<file path="src/rtl/core/pdsr_pkg.sv">
package pdsr_pkg;

    // controller states
    typedef enum logic [2:0] {
        ST_IDLE,
        ST_START,
        ST_DIV,
        ST_LEVEL,
        ST_EMIT,
        ST_ADV
    } pdsr_state_t;

    // controller to datapath
    typedef struct packed {
        logic capture;     // latch a render request and read its phase
        logic load_phase;  // store the phase of a load request
        logic div_start;   // launch the divider
        logic level_ld;    // latch level and neighbour mask
        logic emit;        // push one write into the output register
        logic step;        // move to the next neighbour slot
        logic advance;     // write back the advanced phase
    } pdsr_cmd_t;

    // datapath to controller
    typedef struct packed {
        logic idx_ok;      // incoming dot index is in range
        logic div_done;    // quotient ready
        logic pix_on;      // current slot lies on the display
        logic slot_last;   // current slot is the final one
        logic out_free;    // output register can take a write
    } pdsr_status_t;

    localparam int unsigned SLOTS    = 5;
    localparam int unsigned STEPS_RST = 16;

    // slot order: centre, below, above, right, left
    localparam logic [2:0] SLOT_CENTRE = 3'd0;
    localparam logic [2:0] SLOT_DOWN   = 3'd1;
    localparam logic [2:0] SLOT_UP     = 3'd2;
    localparam logic [2:0] SLOT_RIGHT  = 3'd3;
    localparam logic [2:0] SLOT_LEFT   = 3'd4;

    localparam logic [7:0] GAMMA_LUT [256] = '{
        8'd0,   8'd0,   8'd0,   8'd0,   8'd0,   8'd0,   8'd0,   8'd0,
        8'd0,   8'd0,   8'd0,   8'd0,   8'd0,   8'd0,   8'd0,   8'd0,
        8'd0,   8'd0,   8'd0,   8'd0,   8'd0,   8'd0,   8'd0,   8'd0,
        8'd0,   8'd0,   8'd0,   8'd0,   8'd1,   8'd1,   8'd1,   8'd1,
        8'd1,   8'd1,   8'd1,   8'd1,   8'd1,   8'd1,   8'd1,   8'd1,
        8'd1,   8'd2,   8'd2,   8'd2,   8'd2,   8'd2,   8'd2,   8'd2,
        8'd2,   8'd3,   8'd3,   8'd3,   8'd3,   8'd3,   8'd3,   8'd3,
        8'd4,   8'd4,   8'd4,   8'd4,   8'd4,   8'd5,   8'd5,   8'd5,
        8'd5,   8'd6,   8'd6,   8'd6,   8'd6,   8'd7,   8'd7,   8'd7,
        8'd7,   8'd8,   8'd8,   8'd8,   8'd9,   8'd9,   8'd9,   8'd10,
        8'd10,  8'd10,  8'd11,  8'd11,  8'd11,  8'd12,  8'd12,  8'd13,
        8'd13,  8'd13,  8'd14,  8'd14,  8'd15,  8'd15,  8'd16,  8'd16,
        8'd17,  8'd17,  8'd18,  8'd18,  8'd19,  8'd19,  8'd20,  8'd20,
        8'd21,  8'd21,  8'd22,  8'd22,  8'd23,  8'd24,  8'd24,  8'd25,
        8'd25,  8'd26,  8'd27,  8'd27,  8'd28,  8'd29,  8'd29,  8'd30,
        8'd31,  8'd32,  8'd32,  8'd33,  8'd34,  8'd35,  8'd35,  8'd36,
        8'd37,  8'd38,  8'd39,  8'd39,  8'd40,  8'd41,  8'd42,  8'd43,
        8'd44,  8'd45,  8'd46,  8'd47,  8'd48,  8'd49,  8'd50,  8'd50,
        8'd51,  8'd52,  8'd54,  8'd55,  8'd56,  8'd57,  8'd58,  8'd59,
        8'd60,  8'd61,  8'd62,  8'd63,  8'd64,  8'd66,  8'd67,  8'd68,
        8'd69,  8'd70,  8'd72,  8'd73,  8'd74,  8'd75,  8'd77,  8'd78,
        8'd79,  8'd81,  8'd82,  8'd83,  8'd85,  8'd86,  8'd87,  8'd89,
        8'd90,  8'd92,  8'd93,  8'd95,  8'd96,  8'd98,  8'd99,  8'd101,
        8'd102, 8'd104, 8'd105, 8'd107, 8'd109, 8'd110, 8'd112, 8'd114,
        8'd115, 8'd117, 8'd119, 8'd120, 8'd122, 8'd124, 8'd126, 8'd127,
        8'd129, 8'd131, 8'd133, 8'd135, 8'd137, 8'd138, 8'd140, 8'd142,
        8'd144, 8'd146, 8'd148, 8'd150, 8'd152, 8'd154, 8'd156, 8'd158,
        8'd160, 8'd162, 8'd164, 8'd167, 8'd169, 8'd171, 8'd173, 8'd175,
        8'd177, 8'd180, 8'd182, 8'd184, 8'd186, 8'd189, 8'd191, 8'd193,
        8'd196, 8'd198, 8'd200, 8'd203, 8'd205, 8'd208, 8'd210, 8'd213,
        8'd215, 8'd218, 8'd220, 8'd223, 8'd225, 8'd228, 8'd231, 8'd233,
        8'd236, 8'd239, 8'd241, 8'd244, 8'd247, 8'd249, 8'd252, 8'd255
    };

endpackage

</file>
<file path="src/rtl/core/pdsr_divider.sv">
module pdsr_divider (
    input  logic       aclk,
    input  logic       aresetn,
    input  logic       start,
    input  logic [7:0] dividend,
    input  logic [8:0] divisor,
    output logic       done,
    output logic [7:0] quotient
);
    logic [7:0] rem_reg, rem_next;
    logic [7:0] quo_reg, quo_next;
    logic [8:0] dvs_reg, dvs_next;
    logic [2:0] cnt_reg, cnt_next;
    logic       busy_reg, busy_next;
    logic       done_reg, done_next;
    logic [8:0] trial;
    logic [8:0] diff;
    logic       qbit;

    // one restoring step per cycle, quotient shifts in behind the dividend
    always_comb begin
        trial     = {rem_reg, quo_reg[7]};
        diff      = trial - dvs_reg;
        qbit      = (trial >= dvs_reg);
        rem_next  = rem_reg;
        quo_next  = quo_reg;
        dvs_next  = dvs_reg;
        cnt_next  = cnt_reg;
        busy_next = busy_reg;
        done_next = 1'b0;
        if (start) begin
            rem_next  = 8'd0;
            quo_next  = dividend;
            dvs_next  = divisor;
            cnt_next  = 3'd0;
            busy_next = 1'b1;
        end else if (busy_reg) begin
            rem_next = qbit ? diff[7:0] : trial[7:0];
            quo_next = {quo_reg[6:0], qbit};
            cnt_next = cnt_reg + 3'd1;
            if (cnt_reg == 3'd7) begin
                busy_next = 1'b0;
                done_next = 1'b1;
            end
        end
    end

    always_ff @(posedge aclk) begin
        if (!aresetn) begin
            busy_reg <= 1'b0;
            done_reg <= 1'b0;
            cnt_reg  <= 3'd0;
        end else begin
            busy_reg <= busy_next;
            done_reg <= done_next;
            cnt_reg  <= cnt_next;
        end
    end

    always_ff @(posedge aclk) begin
        rem_reg <= rem_next;
        quo_reg <= quo_next;
        dvs_reg <= dvs_next;
    end

    assign done     = done_reg;
    assign quotient = quo_reg;

endmodule

</file>
<file path="src/rtl/core/pdsr_datapath.sv">
module pdsr_datapath #(
    parameter int unsigned WIDTH  = 16,
    parameter int unsigned HEIGHT = 9,
    parameter int unsigned DOTS   = 16
) (
    input  logic                  aclk,
    input  logic                  aresetn,
    input  pdsr_pkg::pdsr_cmd_t   cmd,
    output pdsr_pkg::pdsr_status_t status,
    input  logic                  cfg_wr_en,
    input  logic [7:0]            cfg_wr_data,
    input  logic [39:0]           s_tdata,
    input  logic                  s_tuser,
    input  logic                  m_tready,
    output logic                  m_tvalid,
    output logic [15:0]           m_tdata,
    output logic                  m_tlast
);
    import pdsr_pkg::*;

    localparam int unsigned PH_DEPTH = (DOTS < 16) ? DOTS : 16;
    localparam int unsigned PH_AW    = (PH_DEPTH > 1) ? $clog2(PH_DEPTH) : 1;
    localparam logic [8:0]  W9       = 9'(WIDTH);
    localparam logic [8:0]  H9       = 9'(HEIGHT);
    localparam logic [4:0]  DOTS5    = 5'(PH_DEPTH);
    localparam logic [15:0] W16      = 16'(WIDTH);

    // input fields
    logic [3:0] in_idx;
    logic [7:0] in_x, in_y, in_peak, in_phase;
    assign in_idx   = s_tdata[3:0];
    assign in_x     = s_tdata[11:4];
    assign in_y     = s_tdata[19:12];
    assign in_peak  = s_tdata[27:20];
    assign in_phase = s_tdata[35:28];

    logic             unused_in;
    assign unused_in = ^{s_tdata[39:36], s_tuser};

    logic [7:0]       steps_reg;
    logic [7:0]       ph_store_reg [PH_DEPTH];
    logic [PH_AW-1:0] idx_reg;
    logic [7:0]       x_reg, y_reg, peak_reg, ph_reg;
    logic [7:0]       level_reg;
    logic [4:0]       mask_reg;
    logic [2:0]       slot_reg;
    logic             m_valid_reg;
    logic [15:0]      m_data_reg;
    logic             m_last_reg;

    // pulse_steps register
    always_ff @(posedge aclk) begin
        if (!aresetn) begin
            steps_reg <= 8'(STEPS_RST);
        end else if (cfg_wr_en) begin
            steps_reg <= cfg_wr_data;
        end
    end

    // rise / fall split and divisor
    logic [7:0] half;
    logic       falling;
    logic [7:0] fall_i;
    logic [8:0] divisor;
    logic       div_done;
    logic [7:0] quotient;
    logic [8:0] half9;
    assign half9   = ({1'b0, steps_reg} + 9'd1) >> 1;
    assign half    = half9[7:0];
    assign falling = (ph_reg >= half);
    assign fall_i  = ph_reg - half;
    assign divisor = {1'b0, falling ? fall_i : ph_reg} + 9'd1;

    pdsr_divider u_div (
        .aclk     (aclk),
        .aresetn  (aresetn),
        .start    (cmd.div_start),
        .dividend (peak_reg),
        .divisor  (divisor),
        .done     (div_done),
        .quotient (quotient)
    );

    // phase store, load and advance
    logic [7:0] load_val;
    logic [7:0] adv_inc;
    logic [7:0] adv_val;
    assign load_val = (in_phase >= steps_reg) ? 8'd0 : in_phase;
    assign adv_inc  = ph_reg + 8'd1;
    assign adv_val  = (adv_inc >= steps_reg) ? 8'd0 : adv_inc;

    always_ff @(posedge aclk) begin
        if (!aresetn) begin
            for (int k = 0; k < PH_DEPTH; k++) begin
                ph_store_reg[k] <= 8'd0;
            end
        end else if (cmd.load_phase) begin
            ph_store_reg[in_idx[PH_AW-1:0]] <= load_val;
        end else if (cmd.advance) begin
            ph_store_reg[idx_reg] <= adv_val;
        end
    end

    // item capture
    always_ff @(posedge aclk) begin
        if (cmd.capture) begin
            idx_reg  <= in_idx[PH_AW-1:0];
            x_reg    <= in_x;
            y_reg    <= in_y;
            peak_reg <= in_peak;
            ph_reg   <= ph_store_reg[in_idx[PH_AW-1:0]];
        end
    end

    // level and on-display mask
    logic [7:0] level_calc;
    logic [4:0] mask_calc;
    logic [8:0] x9, y9;
    logic       x_in, y_in;
    assign x9 = {1'b0, x_reg};
    assign y9 = {1'b0, y_reg};
    assign x_in = (x9 < W9);
    assign y_in = (y9 < H9);

    always_comb begin
        if (!falling) begin
            level_calc = peak_reg - quotient;
        end else if (fall_i == 8'd0) begin
            level_calc = peak_reg;
        end else begin
            level_calc = quotient;
        end
        mask_calc[SLOT_CENTRE] = x_in && y_in;
        mask_calc[SLOT_DOWN]   = x_in && ((y9 + 9'd1) < H9);
        mask_calc[SLOT_UP]     = x_in && (y_reg != 8'd0) && ((y9 - 9'd1) < H9);
        mask_calc[SLOT_RIGHT]  = y_in && ((x9 + 9'd1) < W9);
        mask_calc[SLOT_LEFT]   = y_in && (x_reg != 8'd0) && ((x9 - 9'd1) < W9);
    end

    always_ff @(posedge aclk) begin
        if (cmd.level_ld) begin
            level_reg <= level_calc;
            mask_reg  <= mask_calc;
        end
    end

    // slot counter
    always_ff @(posedge aclk) begin
        if (cmd.level_ld) begin
            slot_reg <= SLOT_CENTRE;
        end else if (cmd.step) begin
            slot_reg <= slot_reg + 3'd1;
        end
    end

    // current write
    logic [7:0]  px, py;
    logic [15:0] addr_full;
    logic [7:0]  pix_level;
    logic [4:0]  rest;
    logic        pix_last;

    always_comb begin
        px = x_reg;
        py = y_reg;
        unique case (slot_reg)
            SLOT_CENTRE: begin
                px = x_reg;
                py = y_reg;
            end
            SLOT_DOWN:   py = y_reg + 8'd1;
            SLOT_UP:     py = y_reg - 8'd1;
            SLOT_RIGHT:  px = x_reg + 8'd1;
            SLOT_LEFT:   px = x_reg - 8'd1;
            default: begin
                px = x_reg;
                py = y_reg;
            end
        endcase
        addr_full = {8'd0, py} * W16 + {8'd0, px};
        pix_level = (slot_reg == SLOT_CENTRE) ? level_reg : {1'b0, level_reg[7:1]};
        rest      = mask_reg >> slot_reg;
        pix_last  = (rest[4:1] == 4'd0);
    end

    // output register
    always_ff @(posedge aclk) begin
        if (!aresetn) begin
            m_valid_reg <= 1'b0;
        end else if (cmd.emit) begin
            m_valid_reg <= 1'b1;
        end else if (m_tready) begin
            m_valid_reg <= 1'b0;
        end
    end

    always_ff @(posedge aclk) begin
        if (cmd.emit) begin
            m_data_reg <= {GAMMA_LUT[pix_level], addr_full[7:0]};
            m_last_reg <= pix_last;
        end
    end

    assign m_tvalid = m_valid_reg;
    assign m_tdata  = m_data_reg;
    assign m_tlast  = m_last_reg;

    // status
    assign status.idx_ok    = ({1'b0, in_idx} < DOTS5);
    assign status.div_done  = div_done;
    assign status.pix_on    = mask_reg[slot_reg];
    assign status.slot_last = (slot_reg == SLOT_LEFT);
    assign status.out_free  = !m_valid_reg || m_tready;

endmodule

</file>
<file path="src/rtl/core/pdsr_ctrl.sv">
module pdsr_ctrl (
    input  logic                   aclk,
    input  logic                   aresetn,
    input  logic                   s_tvalid,
    input  logic                   s_tuser,
    output logic                   s_tready,
    input  pdsr_pkg::pdsr_status_t status,
    output pdsr_pkg::pdsr_cmd_t    cmd
);
    import pdsr_pkg::*;

    pdsr_state_t state_reg, state_next;
    logic        accept;
    logic        slot_done;

    assign accept    = s_tvalid && (state_reg == ST_IDLE);
    assign slot_done = !status.pix_on || status.out_free;

    // next state
    always_comb begin
        state_next = state_reg;
        unique case (state_reg)
            ST_IDLE: begin
                if (accept && status.idx_ok && !s_tuser) begin
                    state_next = ST_START;
                end
            end
            ST_START: state_next = ST_DIV;
            ST_DIV: begin
                if (status.div_done) begin
                    state_next = ST_LEVEL;
                end
            end
            ST_LEVEL: state_next = ST_EMIT;
            ST_EMIT: begin
                if (slot_done && status.slot_last) begin
                    state_next = ST_ADV;
                end
            end
            ST_ADV: state_next = ST_IDLE;
            default: state_next = ST_IDLE;
        endcase
    end

    // outputs
    always_comb begin
        cmd      = '0;
        s_tready = 1'b0;
        unique case (state_reg)
            ST_IDLE: begin
                s_tready       = 1'b1;
                cmd.capture    = accept && status.idx_ok && !s_tuser;
                cmd.load_phase = accept && status.idx_ok && s_tuser;
            end
            ST_START: cmd.div_start = 1'b1;
            ST_DIV:   cmd.div_start = 1'b0;
            ST_LEVEL: cmd.level_ld = 1'b1;
            ST_EMIT: begin
                cmd.emit = status.pix_on && status.out_free;
                cmd.step = slot_done;
            end
            ST_ADV:   cmd.advance = 1'b1;
            default:  cmd = '0;
        endcase
    end

    always_ff @(posedge aclk) begin
        if (!aresetn) begin
            state_reg <= ST_IDLE;
        end else begin
            state_reg <= state_next;
        end
    end

endmodule

</file>
<file path="src/rtl/core/pulse_dot_star_renderer.sv">
// Pulsing dot renderer for a small LED matrix framebuffer.
// Input stream (s_): one request per dot. tuser selects render (0) or load
// phase (1). A render request reads the dot's stored phase, forms a pulse
// level, and sends up to five framebuffer writes on the output stream (m_):
// the centre at full level, then below, above, right and left at half level,
// each gamma corrected; positions off the display are skipped, and tlast
// marks the final write. The phase then advances and wraps at pulse_steps.
// A load request stores a phase and sends nothing; a request
// with a dot index at or above DOTS is dropped.
// Flow: one request at a time. A render runs through capture, divider
// launch, the bit-serial 8-bit divider (eight steps and its done flag)
// that sets the pace, level, five write slots and the phase write-back.
// When the receiver stalls, the output register holds its write and the
// write loop waits; new requests are taken again once the phase is written.
// Reset clears all dot phases to zero, pulse_steps to 16 and the output.
// cfg_wr_en writes pulse_steps from cfg_wr_data; do so only while idle.
module pulse_dot_star_renderer #(
    parameter int unsigned WIDTH  = 16,
    parameter int unsigned HEIGHT = 9,
    parameter int unsigned DOTS   = 16
) (
    input  logic        aclk,
    input  logic        aresetn,
    input  logic        cfg_wr_en,
    input  logic [7:0]  cfg_wr_data,   // pulse_steps
    input  logic        s_tvalid,
    output logic        s_tready,
    input  logic [39:0] s_tdata,       // dot_index, dot_x, dot_y, peak_brightness, phase
    input  logic        s_tuser,       // mode
    output logic        m_tvalid,
    input  logic        m_tready,
    output logic [15:0] m_tdata,       // pixel_address, pixel_value
    output logic        m_tlast        // last
);
    import pdsr_pkg::*;

    pdsr_cmd_t    cmd;
    pdsr_status_t status;

    pdsr_ctrl u_ctrl (
        .aclk     (aclk),
        .aresetn  (aresetn),
        .s_tvalid (s_tvalid),
        .s_tuser  (s_tuser),
        .s_tready (s_tready),
        .status   (status),
        .cmd      (cmd)
    );

    pdsr_datapath #(
        .WIDTH  (WIDTH),
        .HEIGHT (HEIGHT),
        .DOTS   (DOTS)
    ) u_dp (
        .aclk        (aclk),
        .aresetn     (aresetn),
        .cmd         (cmd),
        .status      (status),
        .cfg_wr_en   (cfg_wr_en),
        .cfg_wr_data (cfg_wr_data),
        .s_tdata     (s_tdata),
        .s_tuser     (s_tuser),
        .m_tready    (m_tready),
        .m_tvalid    (m_tvalid),
        .m_tdata     (m_tdata),
        .m_tlast     (m_tlast)
    );

endmodule
</file>
<file path="config.mk">
export PLATFORM = sky130hd
export DESIGN_NAME = pulse_dot_star_renderer
export DESIGN_NICKNAME = d
export VERILOG_FILES = /design/src/rtl/core/pdsr_pkg.sv /design/src/rtl/core/pdsr_divider.sv /design/src/rtl/core/pdsr_datapath.sv /design/src/rtl/core/pdsr_ctrl.sv /design/src/rtl/core/pulse_dot_star_renderer.sv
export SDC_FILE = /design/constraint.sdc
export NUM_CORES = 1
export LEC_CHECK = 0
export BUFFER_PORTS_ARGS = -buffer_cell sky130_fd_sc_hd__buf_2
export CAP_MARGIN = 5
export CORE_MARGIN = 3
export CORE_UTILIZATION = 40
export CTS_BUF_LIST = sky130_fd_sc_hd__clkbuf_4
export DETAILED_ROUTE_END_ITERATION = 12
export PLACE_DENSITY = 0.61
export SLEW_MARGIN = 20
export SYNTH_ARGS = -nofsm -noshare
export SYNTH_HDL_FRONTEND = slang
export SYNTH_SLANG_ARGS = --single-unit
</file>
<file path="constraint.sdc">
create_clock -name aclk -period 6.5 [get_ports aclk]
set_input_delay 0.65 -clock aclk [delete_from_list [all_inputs] [get_ports aclk]]
set_output_delay 0.65 -clock aclk [all_outputs]
set_load 0.005 [all_outputs]
</file>
==> impl_metrics.toml <==
[logic_synthesis]
ys_types = 86
synth_top_area_share_pct = 43.45
synth.largest_area_cell = "edfxtp_1"
yosysWarnings = 0
synth_cells = 1380
syn-cell-area_um2 = 14580
ys_ff_latch = 239
ys_seq_area_share_pct = 47.29
async_reset_ff_share_pct = 0
yosys.cell_count.top_type = "edfxtp_1"
avgSynthCellArea_um2 = 10.57
ys.flop_type = "edfxtp_1"
synth_nets = 1515
synth_common_cells = "211 x edfxtp_1, 196 x nor2_1, 114 x nand2_1"
synthTopCellsByArea = "edfxtp_1 43%, ha_1 6.5%, mux4_2 6.2%"
synth_edf_count = 211

[die]
die_area_um2 = 38790
die_height_um = 196.9
start_util_pct = 40.80
rows = 69
die_x_um = 196.9
ios = 73
core_um2 = 35740

[drt]
detail_route.wl_per_cell_um = 19.12
wl_mm = 37.66
via_per_inst = 5.645
drt_pass1_iterations = 7
vias = 11120
ant_nets = 0
dr.first_iter.drc_count = 816
drc_errors = 0

[cells_and_area]
fillCellCount = 3497
fin_util_pct = 45.34
nets = 1598
syn2layout_area_growth_pct = 11.11
largest_reg_flops = 128
layout-drive-gt1-share_pct = 17.32

[clocking]
cts_htree_levels = 3
clk_path_buf_depth = 3
cts_sinks = 239
clk_pin_slew_ns = 0.06
cts_buffers = 67
clock_latency_ns = 0.72
cts_hold_buf = 0
cts_setup_buffers = 0
cts_tree = "built"
cts_resized = 0
root_buffer = "clkbuf_4"

[timing]
setup_ws_ns = 2.243
rsz0062_at_grt = "false"
fmax_mhz = 234.9
fin_crit_sh_pct = 65.49
fin_crit_ns = 4.257
tightest_slew_ns = 0.8526
maxSlewViolCount = 0
setup_viol_count_final = 0
slew_headroom_pct = 43.15
final-hold-violation-count = 0
tns_ns = 0
finalClockSkew_ns = 0.06276

[setup_path]
cp-start-kind = "flop"
critical_path_class = "flop to flop"
cp.required_ns = 6.89
cp-end-kind = "flop"
crit_path_max_fanout = 35
critical_path_arrival_ns = 4.64

[global_routing]
grt_pass1_vias = 11080
grt_pass1_wl_mm = 59.95
grt_start_max_net_pins = 38
antenna_found_initial = 2
grt_overflow = 0
track_usage_pct = 19.52

[pwr]
powerDensity_nw_per_um2 = 306.4
power.leakage_uw = 0.006179
max-vdd-ir-drop_mv = 0.1635

[worst_hold_path]
min_path_type = "input pin to flop"

[placed_design]
place_ws_ns = 2.317
gp_congestion = 0.8928
portBuffers = 68
post-dp-hpwl_mm = 25.76

[outcome]
outcome = "finished clean"

[run]
max_cap_violations = 0
## layout by cell type, fill, tap and decap left out, types with 7 or more instances in the layout
cell,count
a211oi_1,8
a21boi_0,9
a21o_1,17
a21oi_1,63
a221oi_1,7
a22oi_1,11
a31oi_1,16
buf_2,68
buf_4,23
clkbuf_4,95
clkinv_1,14
dfxtp_1,28
edfxtp_1,211
ha_1,76
inv_1,59
mux2i_1,32
mux4_2,40
nand2_1,114
nand2b_1,23
nand3_1,38
nand3b_1,7
nor2_1,196
nor2b_1,21
nor3_1,33
nor3b_1,10
o211ai_1,15
o21a_1,12
o21ai_0,72
o22ai_1,11
xnor2_1,35
xor2_1,14
## report_power, final
group	leakage, uW	internal, uW	switching, uW
clock network	0.000504	788	648
registers	0.00234	1780	64.2
logic	0.00333	634	1050
## worst max-delay path, cell delays in order, from the launching register on
cell      delay [ns]
dfxtp_1         0.39
inv_1           0.14
ha_1            0.17
nor2b_2         0.13
buf_4           0.36
mux2i_1         0.64
inv_1           0.23
ha_1            0.60
nor2b_1         0.13
o311a_1         0.34
o21ai_0         0.23
o21ai_0         0.11
o311ai_0        0.30
o31ai_1         0.19
## cell families (layout without fill, tap and decap cells)
logic type      after synthesis  in the layout  synth area share (%)
fa+ha+maj                    82             82                 7.275
xor+xnor                     49             49                 2.943
mux                          78             78                 8.862
simple gates                481            481                 15.13
flops                       239            239                 47.29
compound gates              311            311                 14.42
other cells                   0              2                     0
buf+inv                     140            267                 4.084
## layer usage
| layer | wire length [um] | part of all wire [%] | global-route usage [%] | vias to the layer above |
|---|---|---|---|---|
| li1 | - | - | - | 5311 |
| met1 | 15990 | 42 | 25.56 | 5315 |
| met2 | 17600 | 47 | 31.84 | 401 |
| met3 | 3069 | 8.1 | 4.855 | 94 |
| met4 | 1003 | 2.7 | 6.758 | 0 |
| met5 | 0 | 0 | 0 | - |
## final timing paths
kind / start / slack (ns) / depth (start not counted) / to
setup / recovery: u_dp.slot_reg[0] / 2.24 / 13 / u_dp.m_tdata[8]
hold / removal: s_tdata[26] / 0.13 / 1 / u_dp.peak_reg[6]
setup reg to reg: u_dp.slot_reg[0] / 2.24 / 13 / u_dp.m_tdata[8]
hold reg to reg: u_dp.u_div.rem_reg[7] / 0.51 / 2 / u_dp.u_div.rem_reg[7]
## layout make-up
cell class	count	area (um^2)	area share [%]
Multi-Input combinational cell	1001	7112	43.89
Clock buffer	95	713.2	4.401
Clock inverter	18	151.4	0.9343
Timing Repair Buffer	91	513.0	3.166
Antenna cell	2	5.005	0.03089
Sequential cell	239	6897	42.56
Inverter	63	236.5	1.459
Tap cell	461	576.8	3.560
## metrics by stage
step | hold slack [ns] | instances | area, um^2 | total power [uW]
after global placement | 0.4811 | 1855 | 15320 | 3501
final | 0.1337 | 1970 | 16200 | 4965
after global routing | 0.05616 | 1970 | 16200 | 5274
after CTS | 0.04392 | 1968 | 16190 | 4981
after floorplan | 0.4647 | 1380 | 14580 | 3130
after detailed placement | 0.4969 | 1855 | 15330 | 3524
No activity file was read; power rests on OpenSTA's default activity.
